### config.mk
export PLATFORM = sky130hd
export DESIGN_NAME = four_queue_dispatch_balancer
export DESIGN_NICKNAME = d
export VERILOG_FILES = /design/src/hdl/fqdb_pkg.sv /design/src/hdl/fqdb_div.sv /design/src/hdl/four_queue_dispatch_balancer.sv
export SDC_FILE = /design/constraint.sdc
export NUM_CORES = 2
export LEC_CHECK = 0
export ABC_AREA = 0
export BUFFER_PORTS_ARGS = -buffer_cell sky130_fd_sc_hd__buf_4
export CAP_MARGIN = 20
export CELL_PAD_IN_SITES_DETAIL_PLACEMENT = 1
export CELL_PAD_IN_SITES_GLOBAL_PLACEMENT = 2
export CORE_MARGIN = 1
export CORE_UTILIZATION = 44
export CTS_CLUSTER_DIAMETER = 50
export CTS_CLUSTER_SIZE = 20
export DETAILED_ROUTE_END_ITERATION = 10
export PLACE_DENSITY_LB_ADDON = 0.05
export SETUP_SLACK_MARGIN = 0.1
export SLEW_MARGIN = 5
export SYNTH_ARGS = -nofsm -noshare
export SYNTH_HDL_FRONTEND = slang
export SYNTH_SLANG_ARGS = --single-unit
### constraint.sdc
create_clock -name aclk -period 18.66 [get_ports aclk]
set_input_delay 0.933 -clock aclk [delete_from_list [all_inputs] [get_ports aclk]]
set_output_delay 0.933 -clock aclk [all_outputs]
set_load 0.005 [all_outputs]
### src/hdl/fqdb_pkg.sv
// Shared constants, types and helpers of the four-queue dispatch balancer.
package fqdb_pkg;

    localparam int NUM_QUEUES  = 4;
    localparam int COUNT_WIDTH = 32;
    localparam int QW          = (NUM_QUEUES > 2) ? $clog2(NUM_QUEUES) : 1;

    localparam int BYTES_W = 16;
    localparam int DEPTH_W = 16;
    localparam int CELL_W  = 10;
    localparam int THR_W   = 16;
    localparam int PROD_W  = DEPTH_W + CELL_W;

    localparam int DIV_STEPS = BYTES_W;
    localparam int DIV_CNT_W = $clog2(DIV_STEPS);

    localparam logic [1:0] OP_ARRIVE  = 2'd0;
    localparam logic [1:0] OP_SERVICE = 2'd1;
    localparam logic [1:0] OP_TICK    = 2'd2;
    localparam logic [1:0] OP_CLEAR   = 2'd3;

    localparam logic [1:0] MODE_SLOT   = 2'd0;
    localparam logic [1:0] MODE_RANDOM = 2'd1;
    localparam logic [1:0] MODE_SHORT  = 2'd2;
    localparam logic [1:0] MODE_CYCLIC = 2'd3;

    localparam logic [1:0] REG_MODE      = 2'd0;
    localparam logic [1:0] REG_CELL      = 2'd1;
    localparam logic [1:0] REG_THRESHOLD = 2'd2;

    localparam logic [1:0]        MODE_RESET = MODE_SLOT;
    localparam logic [CELL_W-1:0] CELL_RESET = 10'd500;
    localparam logic [THR_W-1:0]  THR_RESET  = 16'd80;

    localparam int S_TDATA_W = 24;
    localparam int M_TDATA_W = 248;

    typedef struct packed {
        logic               start;
        logic [BYTES_W-1:0] dividend;
        logic [CELL_W-1:0]  divisor;
    } div_req_t;

    typedef struct packed {
        logic               done;
        logic [BYTES_W-1:0] quotient;
    } div_rsp_t;

    function automatic logic [QW-1:0] qwrap(input logic [1:0] v);
        if (32'(v) >= NUM_QUEUES) begin
            return QW'(32'(v) - NUM_QUEUES);
        end
        return QW'(v);
    endfunction

    function automatic logic [QW-1:0] qnext(input logic [QW-1:0] p);
        if (p == QW'(NUM_QUEUES - 1)) begin
            return '0;
        end
        return p + 1'b1;
    endfunction

endpackage

### src/hdl/fqdb_div.sv
// Restoring divider of packet bytes by cell size, one quotient bit per cycle.
module fqdb_div import fqdb_pkg::*; (
    input  logic     aclk,
    input  logic     aresetn,
    input  div_req_t req,
    output div_rsp_t rsp
);

    logic                 busy_reg, busy_next;
    logic                 done_reg, done_next;
    logic [DIV_CNT_W-1:0] step_reg, step_next;
    logic [BYTES_W-1:0]   num_reg, num_next;
    logic [CELL_W-1:0]    rem_reg, rem_next;
    logic [CELL_W-1:0]    dsr_reg, dsr_next;
    logic [CELL_W:0]      trial;
    logic                 ge;

    always_comb begin
        trial     = {rem_reg, num_reg[BYTES_W-1]};
        ge        = trial >= {1'b0, dsr_reg};
        busy_next = busy_reg;
        done_next = 1'b0;
        step_next = step_reg;
        num_next  = num_reg;
        rem_next  = rem_reg;
        dsr_next  = dsr_reg;
        if (req.start) begin
            busy_next = 1'b1;
            step_next = '0;
            num_next  = req.dividend;
            rem_next  = '0;
            dsr_next  = req.divisor;
        end else if (busy_reg) begin
            num_next  = {num_reg[BYTES_W-2:0], ge};
            rem_next  = ge ? CELL_W'(trial - {1'b0, dsr_reg}) : trial[CELL_W-1:0];
            step_next = step_reg + 1'b1;
            if (step_reg == DIV_CNT_W'(DIV_STEPS - 1)) begin
                busy_next = 1'b0;
                done_next = 1'b1;
            end
        end
    end

    always_ff @(posedge aclk) begin
        if (!aresetn) begin
            busy_reg <= 1'b0;
            done_reg <= 1'b0;
            step_reg <= '0;
        end else begin
            busy_reg <= busy_next;
            done_reg <= done_next;
            step_reg <= step_next;
        end
        num_reg <= num_next;
        rem_reg <= rem_next;
        dsr_reg <= dsr_next;
    end

    assign rsp.done     = done_reg;
    assign rsp.quotient = num_reg;

endmodule

### src/hdl/four_queue_dispatch_balancer.sv
// Four-queue dispatch balancer: sequencer, queue state and statistics.
//
// Items enter on the s_ stream: s_tuser carries the operation (arrival,
// service, slot tick, clear statistics), s_tdata the packet size, the served
// queue and the external random pick. Each item gives exactly one result on
// the m_ stream, held in an output register until m_tready takes it.
// Configuration (mode, cell size, overflow threshold) is written through the
// cfg_ port, which is always ready; index 3 is ignored.
// An arrival of nonzero size passes from accept to result valid through start,
// 16 divider steps, quotient capture and commit, and in shortest queue mode
// first through a search that compares one queue per cycle. A service passes
// through excess, loss product and commit; a tick, a clear or a zero-byte
// arrival goes straight to commit. s_tready is high only while the sequencer
// is idle, so no new item is taken before the last has committed, though the
// sequencer may take the next item while a result still waits.
// A stalled receiver holds the sequencer at its commit step, with no state
// changed, until the output register is free.
// aresetn (synchronous, active low) zeroes depths, counters and pointers,
// loads the register reset values and empties the output register.
module four_queue_dispatch_balancer import fqdb_pkg::*; (
    input  logic                 aclk,
    input  logic                 aresetn,
    input  logic                 s_tvalid,
    output logic                 s_tready,
    // packet_bytes[15:0], server_index[17:16], random_pick[19:18]
    input  logic [S_TDATA_W-1:0] s_tdata,
    // operation[1:0]
    input  logic [1:0]           s_tuser,
    output logic                 m_tvalid,
    input  logic                 m_tready,
    // chosen_queue[1:0], cells_added[17:2], queue_depth[33:18],
    // cells_lost_now[49:34], packets_sent[81:50], bytes_sent[113:82],
    // queue_bytes_total[145:114], queue_depth_sum[177:146],
    // queue_lost_cells[209:178], queue_lost_bytes[241:210]
    output logic [M_TDATA_W-1:0] m_tdata,
    // dispatched[0], served[1]
    output logic [1:0]           m_tuser,
    input  logic                 cfg_valid,
    output logic                 cfg_ready,
    input  logic [1:0]           cfg_index,
    input  logic [15:0]          cfg_data
);

    localparam logic [2:0] S_IDLE   = 3'd0;
    localparam logic [2:0] S_SEARCH = 3'd1;
    localparam logic [2:0] S_START  = 3'd2;
    localparam logic [2:0] S_DIV    = 3'd3;
    localparam logic [2:0] S_EXCESS = 3'd4;
    localparam logic [2:0] S_LOSS   = 3'd5;
    localparam logic [2:0] S_COMMIT = 3'd6;

    localparam int CW = COUNT_WIDTH;

    logic [2:0]         state_reg, state_next;
    logic [1:0]         mode_reg;
    logic [CELL_W-1:0]  cell_reg;
    logic [THR_W-1:0]   thr_reg;

    logic [1:0]         op_reg;
    logic [BYTES_W-1:0] bytes_reg;
    logic [QW-1:0]      q_reg, q_next;
    logic [QW-1:0]      idx_reg, idx_next;
    logic [DEPTH_W-1:0] best_reg, best_next;
    logic [DEPTH_W-1:0] excess_reg;
    logic [PROD_W-1:0]  prod_reg;
    logic [BYTES_W-1:0] cells_reg;

    logic [QW-1:0]      slot_reg, cyc_reg;
    logic [CW-1:0]      arr_cnt_reg, arr_bytes_reg;

    logic [DEPTH_W-1:0] depth_reg     [NUM_QUEUES];
    logic [CW-1:0]      bytes_in_reg  [NUM_QUEUES];
    logic [CW-1:0]      depth_sum_reg [NUM_QUEUES];
    logic [CW-1:0]      lost_c_reg    [NUM_QUEUES];
    logic [CW-1:0]      lost_b_reg    [NUM_QUEUES];

    logic               m_tvalid_reg;
    logic [M_TDATA_W-1:0] m_tdata_reg;
    logic [1:0]         m_tuser_reg;

    div_req_t           div_req;
    div_rsp_t           div_rsp;

    logic               s_acc, out_free, commit;
    logic [QW-1:0]      rd_idx;
    logic [DEPTH_W-1:0] cur_depth;
    logic [CW-1:0]      cur_bin, cur_dsum, cur_lc, cur_lb;
    logic [DEPTH_W:0]   depth_add;
    logic [DEPTH_W-1:0] n_depth;
    logic [CW-1:0]      n_bin, n_dsum, n_lc, n_lb;
    logic [CW-1:0]      n_arr_cnt, n_arr_bytes;
    logic               wr_q, clr_stats, f_disp, f_served, f_report;
    logic [BYTES_W-1:0] o_cells;
    logic [DEPTH_W-1:0] o_lost;

    assign s_tready  = (state_reg == S_IDLE);
    assign s_acc     = s_tvalid && s_tready;
    assign cfg_ready = 1'b1;
    assign out_free  = !m_tvalid_reg || m_tready;
    assign commit    = (state_reg == S_COMMIT) && out_free;

    assign div_req.start    = (state_reg == S_START);
    assign div_req.dividend = bytes_reg;
    assign div_req.divisor  = (cell_reg == '0) ? CELL_W'(1) : cell_reg;

    fqdb_div u_div (
        .aclk    (aclk),
        .aresetn (aresetn),
        .req     (div_req),
        .rsp     (div_rsp)
    );

    assign rd_idx    = (state_reg == S_SEARCH) ? idx_reg : q_reg;
    assign cur_depth = depth_reg[rd_idx];
    assign cur_bin   = bytes_in_reg[rd_idx];
    assign cur_dsum  = depth_sum_reg[rd_idx];
    assign cur_lc    = lost_c_reg[rd_idx];
    assign cur_lb    = lost_b_reg[rd_idx];

    always_comb begin
        state_next = state_reg;
        q_next     = q_reg;
        idx_next   = idx_reg;
        best_next  = best_reg;
        unique case (state_reg)
            S_IDLE: begin
                if (s_acc) begin
                    unique case (s_tuser)
                        OP_ARRIVE: begin
                            if (s_tdata[BYTES_W-1:0] == '0) begin
                                state_next = S_COMMIT;
                            end else begin
                                unique case (mode_reg)
                                    MODE_SLOT:   q_next = slot_reg;
                                    MODE_RANDOM: q_next = qwrap(s_tdata[19:18]);
                                    MODE_CYCLIC: q_next = cyc_reg;
                                    default:     q_next = '0;
                                endcase
                                idx_next   = '0;
                                state_next = (mode_reg == MODE_SHORT) ? S_SEARCH : S_START;
                            end
                        end
                        OP_SERVICE: begin
                            q_next     = qwrap(s_tdata[17:16]);
                            state_next = S_EXCESS;
                        end
                        OP_TICK: begin
                            q_next     = qnext(slot_reg);
                            state_next = S_COMMIT;
                        end
                        default: begin
                            q_next     = '0;
                            state_next = S_COMMIT;
                        end
                    endcase
                end
            end
            S_SEARCH: begin
                if (idx_reg == '0 || cur_depth <= best_reg) begin
                    q_next    = idx_reg;
                    best_next = cur_depth;
                end
                idx_next = idx_reg + 1'b1;
                if (idx_reg == QW'(NUM_QUEUES - 1)) begin
                    state_next = S_START;
                end
            end
            S_START:  state_next = S_DIV;
            S_DIV: begin
                if (div_rsp.done) begin
                    state_next = S_COMMIT;
                end
            end
            S_EXCESS: state_next = S_LOSS;
            S_LOSS:   state_next = S_COMMIT;
            S_COMMIT: begin
                if (out_free) begin
                    state_next = S_IDLE;
                end
            end
            default:  state_next = S_IDLE;
        endcase
    end

    always_comb begin
        depth_add   = {1'b0, cur_depth} + {1'b0, cells_reg};
        n_depth     = cur_depth;
        n_bin       = cur_bin;
        n_dsum      = cur_dsum;
        n_lc        = cur_lc;
        n_lb        = cur_lb;
        n_arr_cnt   = arr_cnt_reg;
        n_arr_bytes = arr_bytes_reg;
        wr_q        = 1'b0;
        clr_stats   = 1'b0;
        f_disp      = 1'b0;
        f_served    = 1'b0;
        f_report    = 1'b1;
        o_cells     = '0;
        o_lost      = '0;
        unique case (op_reg)
            OP_ARRIVE: begin
                n_arr_cnt   = arr_cnt_reg + CW'(1);
                n_arr_bytes = arr_bytes_reg + CW'(bytes_reg);
                if (bytes_reg != '0) begin
                    n_depth = depth_add[DEPTH_W] ? '1 : depth_add[DEPTH_W-1:0];
                    n_bin   = cur_bin + CW'(bytes_reg);
                    n_dsum  = cur_dsum + CW'(n_depth);
                    wr_q    = 1'b1;
                    f_disp  = 1'b1;
                    o_cells = cells_reg;
                end else begin
                    f_report = 1'b0;
                end
            end
            OP_SERVICE: begin
                if (cur_depth != '0) begin
                    n_depth  = cur_depth - 1'b1;
                    n_lc     = cur_lc + CW'(excess_reg);
                    n_lb     = cur_lb + CW'(prod_reg);
                    wr_q     = 1'b1;
                    f_served = 1'b1;
                    o_lost   = excess_reg;
                end
            end
            OP_TICK: begin
            end
            default: begin
                n_arr_cnt   = '0;
                n_arr_bytes = '0;
                clr_stats   = 1'b1;
                f_report    = 1'b0;
            end
        endcase
    end

    always_ff @(posedge aclk) begin
        if (!aresetn) begin
            state_reg     <= S_IDLE;
            mode_reg      <= MODE_RESET;
            cell_reg      <= CELL_RESET;
            thr_reg       <= THR_RESET;
            slot_reg      <= '0;
            cyc_reg       <= '0;
            arr_cnt_reg   <= '0;
            arr_bytes_reg <= '0;
            m_tvalid_reg  <= 1'b0;
            for (int i = 0; i < NUM_QUEUES; i++) begin
                depth_reg[i]     <= '0;
                bytes_in_reg[i]  <= '0;
                depth_sum_reg[i] <= '0;
                lost_c_reg[i]    <= '0;
                lost_b_reg[i]    <= '0;
            end
        end else begin
            state_reg <= state_next;
            if (cfg_valid && cfg_ready) begin
                unique case (cfg_index)
                    REG_MODE:      mode_reg <= cfg_data[1:0];
                    REG_CELL:      cell_reg <= cfg_data[CELL_W-1:0];
                    REG_THRESHOLD: thr_reg  <= cfg_data[THR_W-1:0];
                    default: begin
                    end
                endcase
            end
            if (m_tvalid_reg && m_tready) begin
                m_tvalid_reg <= 1'b0;
            end
            if (commit) begin
                m_tvalid_reg  <= 1'b1;
                arr_cnt_reg   <= n_arr_cnt;
                arr_bytes_reg <= n_arr_bytes;
                if (op_reg == OP_TICK) begin
                    slot_reg <= q_reg;
                end
                if (f_disp && mode_reg == MODE_CYCLIC) begin
                    cyc_reg <= qnext(q_reg);
                end
                if (wr_q) begin
                    depth_reg[q_reg]     <= n_depth;
                    bytes_in_reg[q_reg]  <= n_bin;
                    depth_sum_reg[q_reg] <= n_dsum;
                    lost_c_reg[q_reg]    <= n_lc;
                    lost_b_reg[q_reg]    <= n_lb;
                end
                if (clr_stats) begin
                    for (int i = 0; i < NUM_QUEUES; i++) begin
                        bytes_in_reg[i]  <= '0;
                        depth_sum_reg[i] <= '0;
                    end
                end
            end
        end
        op_reg   <= s_acc ? s_tuser : op_reg;
        bytes_reg <= s_acc ? s_tdata[BYTES_W-1:0] : bytes_reg;
        q_reg    <= q_next;
        idx_reg  <= idx_next;
        best_reg <= best_next;
        if (div_rsp.done) begin
            cells_reg <= div_rsp.quotient;
        end
        if (state_reg == S_EXCESS) begin
            excess_reg <= (cur_depth > thr_reg) ? cur_depth - thr_reg : '0;
        end
        if (state_reg == S_LOSS) begin
            prod_reg <= PROD_W'(excess_reg) * PROD_W'(cell_reg);
        end
        if (commit) begin
            m_tuser_reg <= {f_served, f_disp};
            m_tdata_reg <= {6'd0,
                            f_report ? 32'(n_lb)    : 32'd0,
                            f_report ? 32'(n_lc)    : 32'd0,
                            f_report ? 32'(n_dsum)  : 32'd0,
                            f_report ? 32'(n_bin)   : 32'd0,
                            32'(n_arr_bytes),
                            32'(n_arr_cnt),
                            o_lost,
                            f_report ? n_depth : 16'd0,
                            o_cells,
                            f_report ? 2'(q_reg) : 2'd0};
        end
    end

    assign m_tvalid = m_tvalid_reg;
    assign m_tdata  = m_tdata_reg;
    assign m_tuser  = m_tuser_reg;

    a_busy_after_accept: assert property (@(posedge aclk) disable iff (!aresetn)
        s_acc |=> !s_tready)
        else $error("input taken again straight after an item");

    a_flags_exclusive: assert property (@(posedge aclk) disable iff (!aresetn)
        m_tvalid |-> !(m_tuser[0] && m_tuser[1]))
        else $error("result both dispatched and served");

    a_depth_covers_cells: assert property (@(posedge aclk) disable iff (!aresetn)
        (m_tvalid && m_tuser[0]) |-> (m_tdata[33:18] >= m_tdata[17:2]))
        else $error("queue depth below cells just added");

    a_loss_bounded: assert property (@(posedge aclk) disable iff (!aresetn)
        (m_tvalid && m_tuser[1]) |-> ({1'b0, m_tdata[49:34]} <= {1'b0, m_tdata[33:18]} + 17'd1))
        else $error("lost cells exceed the depth before service");

    a_commit_only_when_free: assert property (@(posedge aclk) disable iff (!aresetn)
        (m_tvalid && !m_tready) |=> (state_reg != S_IDLE || !$past(state_reg == S_COMMIT)))
        else $error("commit while the output register was full");

endmodule

==> impl_metrics.csv <==
group,metric,value,unit
run_status,status,"complete, no violations",
timing,fmax,98.0,MHz
global_route,grt-ovfl-total,0,
logic_synthesis,ys.flop_type,"edfxtp_1",
timing,finalHoldViolCount,0,
logic_synthesis,synth-seq-cells,1058,
cells_and_area,final_area,67000,sq um
placed_design,hpwl,115000,um
power_and_ir_drop,sw_frac_of_total,43.7,%
logic_synthesis,synth_top_area_cell,"edfxtp_1",
timing,final.setup_skew,0.0435,ns
logic_synthesis,ys_warn_count,0,
worst_setup_path,r2r_start,"state_reg[0]",
power_and_ir_drop,ir_drop,0.000273,V
power_and_ir_drop,power_frac_seq,25.5,%
logic_synthesis,async_flop_share,0,%
global_route,grt_pass1_vias,45600,
route,post_drt_wl_per_cell,23.4,um
worst_setup_path,startpoint_type,"flip-flop",
logic_synthesis,synth_area_leaders,"edfxtp_1 48%, nor2_1 5.9%, nand2_1 5.1%",
logic_synthesis,synthCells,5645,
worst_setup_path,reg2regPathDepth,27,
clocking,cts.path.max_buffers,3,
timing,slew_violations,0,
route,drcViolationCount,0,
floorplanning,die_h,366,um
route,num_vias,43900,
route,totalWireLength,180000,um
clocking,insertion_delay,0.78,ns
floorplanning,ioPinCount,302,
worst_setup_path,end_kind,"flip-flop",
power_and_ir_drop,p_per_area,181,nW/um^2
timing,setup_viol,0,
clocking,cts.reportedPaths.clkPinSlew,0.06,ns
clocking,cts_buffers,139,
logic_synthesis,synth_common_cells,"942 x edfxtp_1, 910 x nor2_1, 798 x nand2_1",
clocking,cts_resized,0,
power_and_ir_drop,p_sw,5.28,mW
worst_setup_path,rrSetupSlack,8.45,ns
timing,rsz0062_at_grt,"no",
timing,finalCritPeriodShare,54.7,%
worst_setup_path,required,19.15,ns
worst_setup_path,slowest_delay,0.71,ns
logic_synthesis,netlist_area,58400,sq um
worst_setup_path,arrival,10.69,ns
placed_design,dpl-instance-area,62100,sq um
timing,period_needed,10.21,ns
clocking,ctsHoldBuffers,0,
placed_design,io_buffers,290,
worst_setup_path,r2r-end,"depth_sum_reg[0][25]",
timing,tightest_slew,1.25,ns
clocking,postCtsSetupRepairBufs,0,
min_path,min_path_type,"primary input to flip-flop",
worst_setup_path,path_max_fanout,49,
power_and_ir_drop,p_int,6.81,mW
logic_synthesis,syn_area_per_cell,10.3,sq um
power_and_ir_drop,clkPwrFrac,23.0,%
clocking,htreeDepth,4,
route,via_per_inst,5.70,
worst_setup_path,crit_path_top_delay_cell,"buf_4",
floorplanning,core,132000,sq um
logic_synthesis,yosys.area.top_type_share,48.5,%
clocking,cts_tree,"done",
timing,finalSetupTns,0,ns
floorplanning,start_util,44.4,%
cells_and_area,final_layout_size_suffix_gt1_share,11.6,%
cells_and_area,area_growth_syn_to_layout,14.7,%
min_path,hold_start,"s_tdata[0]",
floorplanning,dieWidth,366,um
floorplanning,dieArea,134000,sq um
power_and_ir_drop,power_leakage,26.5,nW
placed_design,gp_congestion,0.839,
route,antenna_left,0,
worst_setup_path,crit_start,"state_reg[0]",
clocking,cts_sinks,1058,
clocking,root_buffer,"clkbuf_16",
route,drt_pass1_iterations,5,
global_route,grt_max_degree,120,
worst_setup_path,timing_worst_setup_path_type,"flip-flop to flip-flop",
route,drtIter0Drc,2987,
logic_synthesis,synth_edf_count,942,
logic_synthesis,ys_seq_area_share,52.4,%
global_route,grt_first_pass_wirelength,274000,um
logic_synthesis,yosysMostFrequentCell,"edfxtp_1",
worst_setup_path,cpMostUsedCell,"buf_4",
cells_and_area,largest_reg_flops,242,
flow_run,cap_viol_max_count,0,
floorplanning,rows,133,
global_route,antenna_found_initial,8,
logic_synthesis,synth.distinct_cells,91,
global_route,grt_util_all_layers,26.6,%
worst_setup_path,crit_end,"depth_sum_reg[0][25]",
cells_and_area,fin_nets,6214,
power_and_ir_drop,p_comb_share,51.5,%
timing,max_slew_margin,16.5,%
==> power by group through the flow <==
stage	combinational, mW	sequential [mW]	clock [mW]
final	6.23	3.08	2.78
after detailed placement	6.16	3.13	0
after CTS	6.22	3.09	2.83
after floorplan	4.27	3.06	0
after global routing	6.89	3.10	2.90
after global placement	6.05	3.13	0
==> area by class of cell <==
cell class	count	area (sq um)
antenna	3	7.51
fill	14200	64700
clock buffer	159	3740
multi-input combinational	4022	25700
clock inverter	96	1080
tap	1755	2200
timing repair buffer	362	2750
sequential	1058	30600
inverter	240	910
==> placed cells by master (no fill, tap or decap), types with 31 or more instances in the layout <==
master,Yosys,layout
edfxtp_1,942,942
nor2_1,910,910
nand2_1,798,785
buf_4,11,356
a21oi_1,281,281
inv_1,234,234
ha_1,224,222
mux2i_1,205,203
clkbuf_16,0,147
o21ai_0,137,136
and2_1,134,134
a31oi_1,123,123
fa_1,118,118
dfxtp_1,116,116
and3_1,112,112
xnor2_1,90,90
nand3_1,82,79
a21o_1,66,66
nor3_1,62,62
xor2_1,62,62
a211oi_1,57,57
nor2b_1,55,55
nand4_1,38,38
o211a_1,38,38
nand2b_1,34,33
o21a_1,31,31
nor4_1,31,31
==> worst min path at each step <==
stage          depth (start not counted)  slack [ns]           end
2_1_floorplan                          0        0.43  cells_reg[0]
3_3_place_gp                           0        0.43  cells_reg[0]
3_5_place_dp                           0        0.44  cells_reg[3]
4_1_cts                                1        0.29  bytes_reg[5]
5_1_grt                                1        0.32  bytes_reg[5]
6_report                               1        0.36  bytes_reg[0]
==> per-stage QoR <==
step | hold WS, ns | cells | util (%) | setup slack [ns] | total power [mW]
2_1_floorplan | 0.426 | 5650 | - | 7.30 | 7.33
3_3_place_gp | 0.432 | 7433 | 47.2 | 8.26 | 9.17
3_5_place_dp | 0.437 | 7434 | 47.2 | 8.13 | 9.30
4_1_cts | 0.294 | 7689 | 50.9 | 8.14 | 12.1
5_1_grt | 0.323 | 7692 | 50.9 | 7.89 | 12.9
6_report | 0.355 | 7695 | 50.9 | 8.45 | 12.1
==> routing by layer <==
layer | global-route usage [%] | vias up | wire (um)
met4 | 8.44 | 6 | 5090
met1 | 36.7 | 22300 | 82100
li1 | - | 20300 | -
met2 | 42.6 | 999 | 83000
met5 | 0 | - | 40
met3 | 4.65 | 280 | 9510
==> worst max-delay path, delay by kind of cell, from the launching register on <==
kind	cells	cell delay [ns]
compound gates	10	2.95
xor+xnor	1	0.34
fa+ha+maj	2	0.72
buf+inv	7	3.32
flops	1	0.56
mux	2	0.83
simple gates	5	1.15
==> cell families (layout without fill, tap and decap cells) <==
family / count (synthesis) / after routing / synth area share [%]
AOI/OAI and AO/OA: 930 / 930 / 10.4
adders and majority gates: 342 / 342 / 8.85
DFF: 1058 / 1058 / 52.4
other: 2 / 10 / 0.0129
buffers and inverters: 570 / 857 / 3.96
and+or+nand+nor: 2360 / 2360 / 17.9
xor gates and xnor gates: 161 / 161 / 2.53
muxes: 222 / 222 / 3.88
Note: power is estimated with default switching activity, not from simulation.
